**src/hdl/serial_image_load_framer_unit_assert.svh**
```systemverilog
// ----------------------------------------------------------------------------
// serial image load framer assertion macros
// concurrent checks that can be compiled out with ASSERT_OFF
// ----------------------------------------------------------------------------
`ifndef SERIAL_IMAGE_LOAD_FRAMER_UNIT_ASSERT_SVH
`define SERIAL_IMAGE_LOAD_FRAMER_UNIT_ASSERT_SVH

`ifndef ASSERT_OFF

// same-cycle implication, disabled in reset
`define SILF_ASSERT_IMPLIES(label, clk, rstn, ante, cons) \
    label: assert property (@(posedge clk) disable iff (!(rstn)) (ante) |-> (cons)) \
        else $error("framer check failed");

// next-cycle implication, disabled in reset
`define SILF_ASSERT_NEXT(label, clk, rstn, ante, cons) \
    label: assert property (@(posedge clk) disable iff (!(rstn)) (ante) |=> (cons)) \
        else $error("framer check failed");

`else

`define SILF_ASSERT_IMPLIES(label, clk, rstn, ante, cons)
`define SILF_ASSERT_NEXT(label, clk, rstn, ante, cons)

`endif

`endif

```
**src/hdl/silf_pkg.sv**
```systemverilog
// ----------------------------------------------------------------------------
// silf_pkg
// types and constants of the serial image load framer
// ----------------------------------------------------------------------------
`default_nettype none

package silf_pkg;

    // payload length and offset width
    localparam int LENGTH_BITS = 24;
    localparam logic [31:0] LENGTH_MAX = 32'((64'd1 << LENGTH_BITS) - 64'd1);

    // configuration register width
    localparam int MAXLEN_W = 24;
    localparam logic [MAXLEN_W-1:0] MAXLEN_RESET = '1;

    // frame magic "FWLD"
    localparam logic [7:0] CHAR_F = 8'h46;
    localparam logic [7:0] CHAR_W = 8'h57;
    localparam logic [7:0] CHAR_L = 8'h4C;
    localparam logic [7:0] CHAR_D = 8'h44;
    localparam logic [3:0][7:0] MAGIC = {CHAR_D, CHAR_L, CHAR_W, CHAR_F};

    typedef enum logic [2:0] {
        PH_HUNT,
        PH_LEN,
        PH_DATA,
        PH_SUM,
        PH_DONE
    } phase_t;

    typedef enum logic [1:0] {
        EV_NONE   = 2'd0,
        EV_BADLEN = 2'd1,
        EV_BADSUM = 2'd2,
        EV_OK     = 2'd3
    } frame_event_t;

endpackage

`default_nettype wire

```
**src/hdl/serial_image_load_framer_unit.sv**
```systemverilog
// ----------------------------------------------------------------------------
// serial_image_load_framer_unit
// frame parser for a serial image load: magic, length, payload, checksum
// ----------------------------------------------------------------------------
// Takes one received byte per beat and gives exactly one result beat per
// input beat. The stream is the magic "FWLD", a 4-byte little-endian length,
// the payload, then a 4-byte little-endian checksum equal to the wrapping
// 32-bit sum of the payload. Payload bytes come out as writes at their
// offset; bad length and bad checksum are reported and the hunt restarts;
// a good checksum is reported once and the block then ignores all bytes
// until reset. Throughput is one byte per clock: the frame state is updated
// in the accepting cycle and the result sits in one output register, so a
// byte is taken whenever that register is empty or being drained. The
// result is valid in the cycle after its input beat. The user must write
// max_length only while no result is pending; the block does not enforce it.
`default_nettype none

module serial_image_load_framer_unit (
    input  wire logic                         aclk,
    input  wire logic                         aresetn,
    // configuration
    input  wire logic                         cfg_wr_en,
    input  wire logic [silf_pkg::MAXLEN_W-1:0] cfg_wr_data,
    // byte input
    input  wire logic                         s_valid,
    output      logic                         s_ready,
    input  wire logic [7:0]                   s_rx_byte,
    // result output
    output      logic                         m_valid,
    input  wire logic                         m_ready,
    output      logic                         m_write_enable,
    output      logic [silf_pkg::LENGTH_BITS-1:0] m_write_offset,
    output      logic [7:0]                   m_write_data,
    output      logic [1:0]                   m_frame_event
);

    import silf_pkg::*;

    `include "serial_image_load_framer_unit_assert.svh"

    // frame state
    phase_t                  phase_reg, phase_next;
    logic [1:0]              magic_matched_reg, magic_matched_next;
    logic [1:0]              word_byte_index_reg, word_byte_index_next;
    logic [31:0]             frame_length_reg, frame_length_next;
    logic [LENGTH_BITS-1:0]  payload_index_reg, payload_index_next;
    logic [31:0]             running_sum_reg, running_sum_next;
    logic [31:0]             received_checksum_reg, received_checksum_next;
    logic [MAXLEN_W-1:0]     max_length_reg;

    // result register
    logic                    out_valid_reg;
    logic                    write_enable_reg, write_enable_next;
    logic [LENGTH_BITS-1:0]  write_offset_reg, write_offset_next;
    logic [7:0]              write_data_reg, write_data_next;
    frame_event_t            frame_event_reg, frame_event_next;

    // shared decode
    logic                    in_beat;
    logic [4:0]              byte_shift;
    logic [31:0]             byte_placed;
    logic [31:0]             length_word;
    logic [31:0]             checksum_word;
    logic                    length_bad;
    logic                    word_last;
    logic [LENGTH_BITS-1:0]  payload_index_inc;

    assign s_ready = !out_valid_reg || m_ready;
    assign in_beat = s_valid && s_ready;

    // byte placement into the little-endian words
    assign byte_shift        = {word_byte_index_reg, 3'b000};
    assign byte_placed       = 32'(s_rx_byte) << byte_shift;
    assign length_word       = frame_length_reg | byte_placed;
    assign checksum_word     = received_checksum_reg | byte_placed;
    assign word_last         = (word_byte_index_reg == 2'd3);
    assign payload_index_inc = payload_index_reg + LENGTH_BITS'(1);
    assign length_bad        = (length_word == 32'd0)
                            || (length_word > 32'(max_length_reg))
                            || (length_word > LENGTH_MAX);

    // next frame state
    always_comb begin
        phase_next             = phase_reg;
        magic_matched_next     = magic_matched_reg;
        word_byte_index_next   = word_byte_index_reg;
        frame_length_next      = frame_length_reg;
        payload_index_next     = payload_index_reg;
        running_sum_next       = running_sum_reg;
        received_checksum_next = received_checksum_reg;
        case (phase_reg)
            PH_HUNT: begin
                if (s_rx_byte == MAGIC[magic_matched_reg]) begin
                    if (magic_matched_reg == 2'd3) begin
                        magic_matched_next   = 2'd0;
                        word_byte_index_next = 2'd0;
                        frame_length_next    = 32'd0;
                        phase_next           = PH_LEN;
                    end else begin
                        magic_matched_next = magic_matched_reg + 2'd1;
                    end
                end else begin
                    magic_matched_next = (s_rx_byte == CHAR_F) ? 2'd1 : 2'd0;
                end
            end
            PH_LEN: begin
                frame_length_next = length_word;
                if (word_last) begin
                    word_byte_index_next = 2'd0;
                    if (length_bad) begin
                        phase_next = PH_HUNT;
                    end else begin
                        payload_index_next = '0;
                        running_sum_next   = 32'd0;
                        phase_next         = PH_DATA;
                    end
                end else begin
                    word_byte_index_next = word_byte_index_reg + 2'd1;
                end
            end
            PH_DATA: begin
                running_sum_next   = running_sum_reg + 32'(s_rx_byte);
                payload_index_next = payload_index_inc;
                if (payload_index_inc == frame_length_reg[LENGTH_BITS-1:0]) begin
                    word_byte_index_next   = 2'd0;
                    received_checksum_next = 32'd0;
                    phase_next             = PH_SUM;
                end
            end
            PH_SUM: begin
                received_checksum_next = checksum_word;
                if (word_last) begin
                    word_byte_index_next = 2'd0;
                    phase_next = (checksum_word == running_sum_reg) ? PH_DONE : PH_HUNT;
                end else begin
                    word_byte_index_next = word_byte_index_reg + 2'd1;
                end
            end
            default: begin
            end
        endcase
    end

    // result of the current byte
    always_comb begin
        write_enable_next = 1'b0;
        write_offset_next = '0;
        write_data_next   = 8'd0;
        frame_event_next  = EV_NONE;
        case (phase_reg)
            PH_LEN: begin
                if (word_last && length_bad) begin
                    frame_event_next = EV_BADLEN;
                end
            end
            PH_DATA: begin
                write_enable_next = 1'b1;
                write_offset_next = payload_index_reg;
                write_data_next   = s_rx_byte;
            end
            PH_SUM: begin
                if (word_last) begin
                    frame_event_next = (checksum_word == running_sum_reg) ? EV_OK : EV_BADSUM;
                end
            end
            default: begin
            end
        endcase
    end

    // control and frame state registers
    always_ff @(posedge aclk) begin
        if (!aresetn) begin
            phase_reg             <= PH_HUNT;
            magic_matched_reg     <= 2'd0;
            word_byte_index_reg   <= 2'd0;
            frame_length_reg      <= 32'd0;
            payload_index_reg     <= '0;
            running_sum_reg       <= 32'd0;
            received_checksum_reg <= 32'd0;
            max_length_reg        <= MAXLEN_RESET;
            out_valid_reg         <= 1'b0;
        end else begin
            if (cfg_wr_en) begin
                max_length_reg <= cfg_wr_data;
            end
            if (in_beat) begin
                phase_reg             <= phase_next;
                magic_matched_reg     <= magic_matched_next;
                word_byte_index_reg   <= word_byte_index_next;
                frame_length_reg      <= frame_length_next;
                payload_index_reg     <= payload_index_next;
                running_sum_reg       <= running_sum_next;
                received_checksum_reg <= received_checksum_next;
            end
            if (s_ready) begin
                out_valid_reg <= s_valid;
            end
        end
    end

    // result payload register
    always_ff @(posedge aclk) begin
        if (in_beat) begin
            write_enable_reg <= write_enable_next;
            write_offset_reg <= write_offset_next;
            write_data_reg   <= write_data_next;
            frame_event_reg  <= frame_event_next;
        end
    end

    assign m_valid        = out_valid_reg;
    assign m_write_enable = write_enable_reg;
    assign m_write_offset = write_offset_reg;
    assign m_write_data   = write_data_reg;
    assign m_frame_event  = frame_event_reg;

    // a payload byte always leaves as a write beat
    `SILF_ASSERT_NEXT(a_data_write, aclk, aresetn, in_beat && (phase_reg == PH_DATA), m_valid && m_write_enable)

    // success is reported only when the framer has locked in done
    `SILF_ASSERT_IMPLIES(a_ok_done, aclk, aresetn, m_valid && (m_frame_event == EV_OK), phase_reg == PH_DONE)

    // done holds until reset
    `SILF_ASSERT_NEXT(a_done_sticky, aclk, aresetn, phase_reg == PH_DONE, phase_reg == PH_DONE)

endmodule

`default_nettype wire
```
**config.mk**
```make
export PLATFORM = sky130hd
export DESIGN_NAME = serial_image_load_framer_unit
export DESIGN_NICKNAME = d
export VERILOG_FILES = /design/src/hdl/silf_pkg.sv /design/src/hdl/serial_image_load_framer_unit.sv
export VERILOG_INCLUDE_DIRS = /design/src /design/src/hdl
export SDC_FILE = /design/constraint.sdc
export NUM_CORES = 1
export LEC_CHECK = 0
export ABC_AREA = 1
export BUFFER_PORTS_ARGS = -buffer_cell sky130_fd_sc_hd__buf_2
export CORE_UTILIZATION = 35
export DETAILED_ROUTE_END_ITERATION = 12
export HOLD_SLACK_MARGIN = 0.03
export PLACE_DENSITY = 0.51
export SLEW_MARGIN = 20
export SYNTH_ARGS = -nofsm -noshare
export SYNTH_HDL_FRONTEND = slang
export SYNTH_SLANG_ARGS = --single-unit
```
**constraint.sdc**
```tcl
create_clock -name aclk -period 3.3 [get_ports aclk]
set_input_delay 0 -clock aclk [delete_from_list [all_inputs] [get_ports aclk]]
set_output_delay 0 -clock aclk [all_outputs]
set_load 0.03 [all_outputs]
```
==> results of run 1 <==
==> kinds of logic after synthesis <==
logic type | synth area share (%)
and+or+nand+nor | 30.84
AOI/OAI and AO/OA | 13.46
buffers and inverters | 9.738
DFF | 37.14
xor gates and xnor gates | 4.449
adders and majority gates | 4.381
==> cells in the final DEF, fill, tap and decap left out, types with 2 or more instances in the layout <==
cell type	Yosys	routed
edfxtp_1	35	35
clkbuf_16	0	17
clkinvlp_4	0	4
nand2_1	400	396
nor2_2	4	5
ha_1	37	37
a31oi_1	4	3
buf_4	2	15
xor2_1	46	46
inv_1	200	198
inv_2	5	5
clkinv_8	0	4
inv_6	0	5
nand3_1	111	110
inv_8	0	2
a21oi_1	181	180
and2_1	2	2
o21bai_1	2	2
a211oi_1	24	24
nand2_2	6	10
o21ai_1	2	2
xnor2_1	10	10
nand4_1	31	31
nor3_1	11	11
clkinv_1	2	3
dfxtp_1	152	151
or2_2	4	4
nor4_1	9	9
dlygate4sd3_1	0	28
buf_6	3	2
o31ai_1	2	2
nand3b_1	6	6
buf_12	0	3
nor2_4	5	5
o211ai_1	2	2
o21ai_0	54	54
buf_2	21	73
nor2_1	218	217
a21o_1	2	2
==> routing by layer <==
layer / wire [um] / vias to the layer above
met5: 0 / -
met4: 670 / 0
met3: 1102 / 35
met2: 17180 / 193
met1: 15190 / 4846
li1: - / 5470
==> layout make-up <==
class	instances	area, um^2	share of cell area [%]
multi-input cells	1179	5909	46.27
inverters	207	780.7	6.113
repair buffers	122	855.8	6.701
well taps	396	495.5	3.880
clock inverters	15	193.9	1.519
repair inverters	2	15.01	0.1176
flip-flops and latches	187	4095	32.07
clock buffers	17	425.4	3.331
==> power breakdown <==
| part | total [mW] | internal (mW) | switching [mW] |
|---|---|---|---|
| Clock | 2.17 | 1.10 | 1.07 |
| Combinational | 0.313 | 0.103 | 0.210 |
| Sequential | 2.37 | 2.36 | 0.0109 |
==> worst min path at each step <==
stage,from,to
4_1_cts,s_valid,m_valid
5_1_grt,s_valid,m_valid
6_report,s_valid,m_valid
3_5_place_dp,cfg_wr_data[0],max_length_reg[0]
2_1_floorplan,cfg_wr_data[0],max_length_reg[0]
3_3_place_gp,cfg_wr_data[0],max_length_reg[0]
==> worst max-delay path, stage by stage, from the launching register on <==
cell and delay, ns:
dfxtp_2 0.38, buf_6 0.17, nand3_1 0.25, nand2_1 0.23, ha_1 0.34, nand4_1 0.12, nor2_1 0.12, nand2_1 0.05
nor2_1 0.13, nand2_1 0.07, nand2_1 0.05, nand2_1 0.07, nand3_1 0.15, nand2_1 0.11, nand2_2 0.18, buf_8 0.27
nand2_1 0.08, a21oi_1 0.13
==> repair_timing <==
item / CTS / global route
endpoints found under the hold margin: 28 / 0
endpoints found under the setup margin: 0 / 44
gates resized for setup: 0 / 15
hold buffers: 28 / 0
==> impl_results.md, run 1 <==
- Status: completed
- Worst path required time: between 3 and 4 ns
- Post-synth top area share: between 20% and 30%
- Clock insertion delay at the later pin of the skew report: roughly 0.45 ns
- Placed Area: around 12000 um^2
- Final Non-Filler Cells: 2125
- First-pass GRT wire length: ~54000 um
- Total power: 4.858 mW
- Core Footprint: a little over 30000 um^2
- Avg Inst Size Synth: ~6.7 um^2
- Routed len/inst: between 15 and 20 um
- Synth cell types: 40
- DRC: 0
- Synth Net Count: 1712
- Async set or reset register ratio after synthesis: 0%
- GRT Util Overall: 21.30%
- P&R area growth vs syn: 15.84%
- Fmax: 335.0 MHz
- Seq/Total Area, Yosys: 37.14%
- Prevailing post-synth register cell: dfxtp_1
- Synth area leader: dfxtp_1
- Die X: 179.5 um
- Count of nets after finishing: between 1500 and 2000
- Setup TNS: 0 ns
- Final hold slack: between 0.03 and 0.04 ns
- FILL cells: between 3000 and 4000
- Share of layout cells above drive strength 1: a little under a tenth
- Critical path endpoint: payload_index_reg[9]
- Critical Path AT: 3.35 ns
- CTS buffer count: 17
- Critical Path Fanout Max: 31
- Met3 global-route usage: 2.735%
- Die area: roughly 32000 um^2
- Reg clk slew, reported paths: ~0.08 ns
- Met2 Track Usage GR: 38.86%
- Hold path depth: 3
- Post-route clock period utilization: between 90% and 100%
- Chip Height: 179.5 um
- Critical Path Source Type: flop
- Hold crit path type: in -> reg
- IO buf count: 73
- Top Ports: 74
- Met1 Track Usage GR: 26.01%
- DP HPWL: approximately 26000 um
- Clock Path Buffers: 2
- Ranking of synthesized cells by area: dfxtp_1, nand2_1, edfxtp_1
- Placed cells: approximately 2100
- Setup WS pre-CTS: roughly 0.22 ns
- Yosys warns: 0
- Post-CTS setup buffer count: 0
- Core Util, Final: 41.53%
- Slew Limit Fails: 0
- Pre-antenna DRT Iters: 7
- Routability cong.: ~0.88
- Netlist Area Pre-Place: roughly 11000 um^2
- WL final: 34140 um
- Starting DRT DRC Count: 670
- Tightest Pin Transition: 1.001 ns
- Via density: about 5.0
- Initial antenna violation count: 0
- Reg-to-reg slack, setup: 0.32 ns
- Vias post-DR: 10540
- Static leakage: 5.692 nW
- Remaining antenna violation count: 0
- Root Driver: clkbuf_16
- Initial Util: 35.85%
- Max VDD drop: 0.3546 mV
- Setup violators final: 0
- Rows: 64
- CTS tree: yes
- RSZ-0062 raised after global routing: false
- Mapped Cells: 1637
- Vias in the first global route: ~10000
- EDFF count, synth: 35
- Slew Limit Headroom: 32.85%
- Critical Path Start: word_byte_index_reg[1]
- PnR worst setup slack: 0.3150 ns
- PD cells: 380.4 nW/um^2
- Tmin final: 2.985 ns
- Post-synthesis register bit count: around 190
- Most instantiated library cell after synthesis: nand2_1
- Design area: approximately 13000 um^2
- Synth top cells by count: nand2_1, nor2_1, inv_1, a21oi_1, dfxtp_1
- Hold Vio Cnt, Final: 0
- H-tree Lvls: 4
- Worst Reg-to-Reg Cells: 17
- CP endpoint kind: flop
- Pin count of the biggest net entering global routing: 64
- Grt ovf: 0
- Worst R2R End: payload_index_reg[9]
- GR peak layer: met2
- Worst Skew: 0.01641 ns
- R2r startpoint: word_byte_index_reg[1]
- Critical path class: reg -> reg
- Ant diodes: 0
- Total of max-cap violations: 0
- CTS sink count: 187
(Power assumes the default switching activity.)
==> run 2: changes to the inputs <==
--- a/config.mk
+++ b/config.mk
@@ -8,10 +8,10 @@
 export LEC_CHECK = 0
 export ABC_AREA = 1
 export BUFFER_PORTS_ARGS = -buffer_cell sky130_fd_sc_hd__buf_2
-export CORE_UTILIZATION = 35
+export CORE_UTILIZATION = 38
 export DETAILED_ROUTE_END_ITERATION = 12
 export HOLD_SLACK_MARGIN = 0.03
-export PLACE_DENSITY = 0.51
+export PLACE_DENSITY = 0.54
 export SLEW_MARGIN = 20
 export SYNTH_ARGS = -nofsm -noshare
 export SYNTH_HDL_FRONTEND = slang
==> run 2 against run 1 <==
Core utilization is 3.5 points higher. Cell count decreased by 0.89%. Cell area shrank 0.66%. Fmax is 2.0% lower. Count of clock-buffer cells in the layout increased by 4. Die area down 7.8%. First-iteration DRC count down 2.1%. Global-route usage rose by 2.0 points. Routed wire length decreased by 3.1%. Clock power decreased by 3%. Critical endpoint is now running_sum_reg[10]. Largest power group unchanged.
==> impl_results.md, run 2 (synthesis gave the netlist of run 1 again) <==
- Status: completed
- Critical Path AT: 3.36 ns (about the same)
- Sw Share: 24.60% (-2.0 points)
- Via density: 5.016 (+1.1%)
- Pre-antenna DRT Iters: 7 (unchanged)
- Die X: 172.3 um (-4.0%)
- H-tree Lvls: 4 (unchanged)
- Root Driver: clkbuf_16
- Share of layout cells above drive strength 1: 9.028% (-0.52 points)
- Rows: 61 (-4.7%)
- Starting DRT DRC Count: 656 (-2.1%)
- Slew Limit Headroom: 30.00% (-2.8 points)
- First-pass GRT wire length: 52920 um (-2.2%)
- CTS sink count: 187 (unchanged)
- CTS tree: yes
- Worst Reg-to-Reg Cells: 16 (-1)
- Crit path buffers/inverters: 2 (unchanged)
- Slowest stage cell on the critical path: ha_1
- Chip Height: 172.3 um (-4.0%)
- Combinational share of power: 6.4% (about the same)
- Critical Path Stages: 16 (-1)
- Grt ovf: 0 (unchanged)
- WL final: 33070 um (-3.1%)
- Crit path largest cell delay: 0.37 ns (about the same)
- Initial antenna violation count: 0 (unchanged)
- RSZ-0062 raised after global routing: false
- Pin count of the biggest net entering global routing: 64 (unchanged)
- P&R area growth vs syn: 15.08%
- PD cells: 378.0 nW/um^2 (-0.65%)
- Hold Vio Cnt, Final: 0 (unchanged)
- Critical path class: reg -> reg
- Ant diodes: 0 (unchanged)
- CTS buffer count: 17 (unchanged)
- Critical Path Fanout Max: 27 (-13%)
- Slew Limit Fails: 0 (unchanged)
- Fmax: 328.2 MHz (-2.0%)
- Clock Path Buffers: 2 (unchanged)
- Setup TNS: 0 ns (unchanged)
- Most frequent CP cell: nand2_1
- Routed len/inst: 15.70 um (-2.3%)
- CP endpoint kind: flop
- Tightest Pin Transition: 1.043 ns (+0.04235 ns)
- GRT Util Overall: 23.30% (+2.0 points)
- Tmin final: 3.047 ns (+0.06182 ns)
- Worst Skew: 0.01647 ns (+0.00006700 ns)
- Setup violators final: 0 (unchanged)
- Vias in the first global route: 9962 (+0.080%)
- Seq pwr share: 49.5% (+0.7 points)
- Hold crit path type: in -> reg
- Vias post-DR: 10560 (+0.18%)
- IO buf count: 73 (unchanged)
- Critical Path Source Type: flop
- Max VDD drop: 0.3166 mV (-11%)
- Post-route clock period utilization: 92.33% (+1.9 points)
- Core Footprint: 28160 um^2 (-8.4%)
- DP HPWL: 24830 um (-2.8%)
- Routability cong.: 0.9173 (+4.7%)
- Static leakage: 5.685 nW (-0.12%)
- Reg clk slew, reported paths: 0.07 ns (about the same)
- Clock insertion delay at the later pin of the skew report: 0.45 ns (about the same)
- Most common cell after layout, fill and taps aside: nand2_1
- Final hold slack: 0.04148 ns (+0.003167 ns)
- Commonest cells after routing, fill and taps aside: nand2_1, nor2_1, inv_1
- Post-CTS setup buffer count: 0 (unchanged)
- Remaining antenna violation count: 0 (unchanged)
- Net Sw Power: 1.180 mW (-8.8%)
- Critical path's top delay family: simple AND/OR/NAND/NOR gates
- Clk pwr share: 44.1% (-0.7 points)
- Total of max-cap violations: 0 (unchanged)
- Initial Util: 39.14% (+3.3 points)
- DRC: 0 (unchanged)
- Die area: 29700 um^2 (-7.8%)
- Count of nets after finishing: 1790 (-0.056%)
- FILL cells: 2923 (-10%)
- Critical path, cell by cell: buf_4 > nand3_1 > nand2_1 > ha_1 > nand4_1 > nor2_1 > nand2_1 > nor2_1 > nand3b_1 > nand2_1 > nand3_1 > nand2_1 > nand2_2 > buf_8 > o21ai_0 > a21oi_1
- Int Power: 3.615 mW (+1.4%)
- Hold path depth: 3 (unchanged)
- Worst path required time: 3.62 ns (-0.05 ns)
- Top Ports: 74 (unchanged)
## run 2: changes by cell type in the layout (fill, tap and decap cells not counted), sizes merged
cell      before  now
buf           94   95
bufinv         1    2
clkbuf        17   21
clkinv         8    7
clkinvlp       4    1
inv          211  208
## run 2: final cells by class
class	count	area (um^2)	share of cell area [%]
clock buffer	21	450.4	3.550
clock inverter	11	135.1	1.065
inverter	207	777.0	6.124
multi-input combinational	1179	5898	46.49
sequential	187	4094	32.27
tap	378	473.0	3.728
timing repair buffer	123	859.6	6.775
## run 2: power groups by stage
stage / sequential [mW] / combinational, mW / clock [mW]
3_5_place_dp: 2.43 / 0.284 / 0
6_report: 2.37 / 0.309 / 2.11
2_1_floorplan: 2.47 / 0.138 / 0
5_1_grt: 2.38 / 0.347 / 2.24
4_1_cts: 2.37 / 0.310 / 2.16
3_3_place_gp: 2.42 / 0.282 / 0
## run 2: final timing paths
check                                             from                  end  slack, ns
worst max-delay path            word_byte_index_reg[1]  running_sum_reg[10]       0.25
worst min-delay path                           s_valid              m_valid       0.04
worst max register to register  word_byte_index_reg[1]  running_sum_reg[10]       0.25
worst min register to register       max_length_reg[6]    max_length_reg[6]       0.47
## run 2: layer usage
layer,share of wire [%],global-route usage (%),vias to the layer above
li1,-,-,5463
met1,44,28.10,4839
met4,2.6,7.657,0
met5,0,0,-
met3,3.1,3.593,48
met2,50,41.92,213
## run 2: per-stage QoR
stage               power, mW  area [um^2]  instances  setup slack (ns)  utilization (%)
finish                  4.795        12690       2106            0.2532            45.05
CTS                     4.842        12660       2106            0.2412            44.95
global route            4.960        12690       2106          0.003001            45.05
floorplan               2.604        11020       1637            0.7839                -
global placement        2.707        11790       2046            0.2856            41.87
detailed placement      2.710        11790       2046            0.2806            41.87
## run 2: repair_timing
item	CTS	global route
setup endpoints to repair	0	54
hold buffers	28	0
endpoints found under the hold margin	28	0
gates resized for setup	0	7
## run 2: worst register-to-register path, cell delays in order (launching register included)
cell      delay, ns
dfxtp_1        0.31
buf_4          0.19
nand3_1        0.28
nand2_1        0.22
ha_1           0.37
nand4_1        0.18
nor2_1         0.13
nand2_1        0.06
nor2_1         0.13
nand3b_1       0.10
nand2_1        0.12
nand3_1        0.14
nand2_1        0.13
nand2_2        0.12
buf_8          0.20
o21ai_0        0.16
a21oi_1        0.08
==> run 3: changes to the inputs <==
--- a/config.mk
+++ b/config.mk
@@ -8,10 +8,12 @@
 export LEC_CHECK = 0
 export ABC_AREA = 1
 export BUFFER_PORTS_ARGS = -buffer_cell sky130_fd_sc_hd__buf_2
-export CORE_UTILIZATION = 38
+export CELL_PAD_IN_SITES_DETAIL_PLACEMENT = 1
+export CELL_PAD_IN_SITES_GLOBAL_PLACEMENT = 1
+export CORE_UTILIZATION = 44
 export DETAILED_ROUTE_END_ITERATION = 12
 export HOLD_SLACK_MARGIN = 0.03
-export PLACE_DENSITY = 0.54
+export PLACE_DENSITY = 0.8
 export SLEW_MARGIN = 20
 export SYNTH_ARGS = -nofsm -noshare
 export SYNTH_HDL_FRONTEND = slang
==> run 3 against run 2 <==
Clock skew down 0.0018 ns. Global-route usage grew 6.9 points. Fmax decreased by 2.2%. Combinational power rose by 6%. Worst hold slack better by 0.018 ns. Sequential power about the same. Sequential share of layout area about the same. Setup slack lost 0.068 ns. Largest cell class unchanged. Largest power group unchanged. Highest routed layer unchanged.
==> impl_results.md, run 3 (synthesis gave the netlist of run 1 again) <==
- Critical path class: reg -> reg
- CTS buffer count: 17 (unchanged)
- Routability cong.: 0.9303 (+1.4%)
- Max VDD drop: 0.2544 mV (-20%)
- Setup TNS: 0 ns (unchanged)
- Initial antenna violation count: 0 (unchanged)
- Critical Path Source Type: flop
- Grt ovf: 0 (unchanged)
- DP HPWL: 28270 um (+14%)
- Ant diodes: 0 (unchanged)
- PD cells: 381.7 nW/um^2 (+0.98%)
- Remaining antenna violation count: 0 (unchanged)
- Via density: 5.488 (+9.4%)
- Clock Path Buffers: 2 (unchanged)
- Die area: 25690 um^2 (-13%)
- Share of layout cells above drive strength 1: 9.579% (+0.55 points)
- Worst path required time: 3.68 ns (+0.06 ns)
- WL final: 38260 um (+16%)
- Status: completed
- CTS tree: yes
- Initial Util: 45.07% (+5.9 points)
- PnR worst setup slack: 0.1853 ns (-0.06793 ns)
- Critical Path AT: 3.50 ns (+0.14 ns)
- Root Driver: clkbuf_16
- IO buf count: 73 (unchanged)
- Commonest cells after routing, fill and taps aside: nand2_1, nor2_1, inv_1
- Net Sw Power: 1.287 mW (+9.1%)
- Seq pwr share: 49.0% (-0.5 points)
- Int Power: 3.552 mW (-1.8%)
- Clk pwr share: 44.2% (about the same)
- Count of nets after finishing: 1795 (+0.28%)
- Vias in the first global route: 11630 (+17%)
- Fmax: 321.1 MHz (-2.2%)
- Reg clk slew, reported paths: 0.08 ns (about the same)
- Pre-antenna DRT Iters: 6 (-1)
- Tmin final: 3.115 ns (+0.06793 ns)
- Hold crit path type: in -> reg
- Slew Limit Headroom: 44.25% (+14 points)
- Hold path depth: 3 (unchanged)
- Placed cells: 1997 (-2.4%)
- Routed len/inst: 18.60 um (+18%)
- Static leakage: 5.712 nW (+0.47%)
- Die X: 160.3 um (-7.0%)
- Worst Skew: 0.01463 ns (-0.001839 ns)
- Chip Height: 160.3 um (-7.0%)
- Pin count of the biggest net entering global routing: 62 (-3.1%)
- Setup WS pre-CTS: 0.3466 ns (+0.06598 ns)
- Final Non-Filler Cells: 2057 (-2.3%)
- CTS sink count: 187 (unchanged)
- CP endpoint kind: flop
- Tightest Pin Transition: 0.8350 ns (-0.2085 ns)
- RSZ-0062 raised after global routing: false
- Starting DRT DRC Count: 744 (+13%)
- Combinational share of power: 6.7% (+0.3 points)
- Core Util, Final: 51.83% (+6.8 points)
- Rows: 57 (-6.6%)
- Critical Path Start: word_byte_index_reg[0]
- Hold Startpoint: s_rx_byte[4]
- Slew Limit Fails: 0 (unchanged)
- Vias post-DR: 11290 (+6.9%)
- Core Footprint: 24460 um^2 (-13%)
- Post-route clock period utilization: 94.39% (+2.1 points)
- Hold Vio Cnt, Final: 0 (unchanged)
- Sw Share: 26.60% (+2.0 points)
- Worst Reg-to-Reg Cells: 20 (+4)
- Most common cell after layout, fill and taps aside: nand2_1
- First-pass GRT wire length: 61040 um (+15%)
- Clock insertion delay at the later pin of the skew report: 0.45 ns (about the same)
- DRC: 0 (unchanged)
- Setup violators final: 0 (unchanged)
- H-tree Lvls: 4 (unchanged)
- Total of max-cap violations: 0 (unchanged)
- Top Ports: 74 (unchanged)
- R2r startpoint: word_byte_index_reg[0]
- GRT Util Overall: 30.22% (+6.9 points)
- Reg-to-reg slack, setup: 0.19 ns (-0.07 ns)
- Critical Path Fanout Max: 34 (+26%)
- P&R area growth vs syn: 15.02% (about the same)
run 3: cell types whose count changed in the layout (fill, tap and decap cells not counted), sizes merged:
cell	previous run	this run
clkinv	7	6
buf	95	100
bufinv	2	1
inv	208	213
clkbuf	21	17
clkinvlp	1	2
run 3: cell type report:
class | count | area, um^2
Multi-Input combinational cell | 1179 | 5902
Clock inverter | 15 | 177.7
Tap cell | 324 | 405.4
Clock buffer | 17 | 425.4
Timing Repair Buffer | 128 | 898.4
Inverter | 207 | 777.0
Fill cell | 3270 | 11780
Sequential cell | 187 | 4094
run 3: worst paths after layout:
path                         end
max          running_sum_reg[10]
max reg2reg  running_sum_reg[10]
min reg2reg   max_length_reg[10]
min              m_write_data[4]
run 3: through the flow:
stage | total power [mW] | cell area [um^2] | hold WS, ns
after floorplan | 2.604 | 11020 | 0.1225
after global placement | 2.708 | 11780 | 0.2098
after detailed placement | 2.717 | 11780 | 0.2221
after CTS | 4.859 | 12660 | 0.03687
after global routing | 4.975 | 12680 | 0.06318
final | 4.839 | 12680 | 0.05964
run 3: worst max-delay path, cell delays in order (launching register included):
cell and delay (ns):
dfxtp_1 0.32, buf_4 0.21, a31oi_1 0.35, inv_1 0.13
ha_1 0.31, nand2_1 0.07, inv_1 0.03, o21ai_0 0.17
nand2_1 0.08, nor2_1 0.12, nand2_1 0.08, nand2_1 0.06
nand2_1 0.05, nand2_1 0.10, nand3_1 0.12, nand2_1 0.12
nand2_1 0.15, buf_12 0.20, nor2_1 0.14, nand2_1 0.08
a21oi_1 0.13
run 3: power groups by stage:
stage | Combinational (mW) | Clock [mW] | Sequential (mW)
2_1_floorplan | 0.138 | 0 | 2.47
3_3_place_gp | 0.284 | 0 | 2.42
3_5_place_dp | 0.291 | 0 | 2.43
4_1_cts | 0.320 | 2.17 | 2.37
5_1_grt | 0.356 | 2.24 | 2.38
6_report | 0.327 | 2.14 | 2.37
run 3: layer usage:
| metal | vias up | wire length (um) | global-route usage, % |
|---|---|---|---|
| li1 | 5452 | - | - |
| met1 | 5470 | 15840 | 35.10 |
| met2 | 283 | 19620 | 55.83 |
| met3 | 83 | 1394 | 3.332 |
| met4 | 0 | 1402 | 13.12 |
| met5 | - | 0 | 0 |
run 3: repair_timing:
| item | in CTS | in global routing |
|---|---|---|
| resized for setup | 0 | 4 |
| hold endpoints to repair | 27 | 0 |
| buffers inserted | 0 | 0 |
| endpoints found under the setup margin | 0 | 51 |
| hold buffers | 28 | 0 |
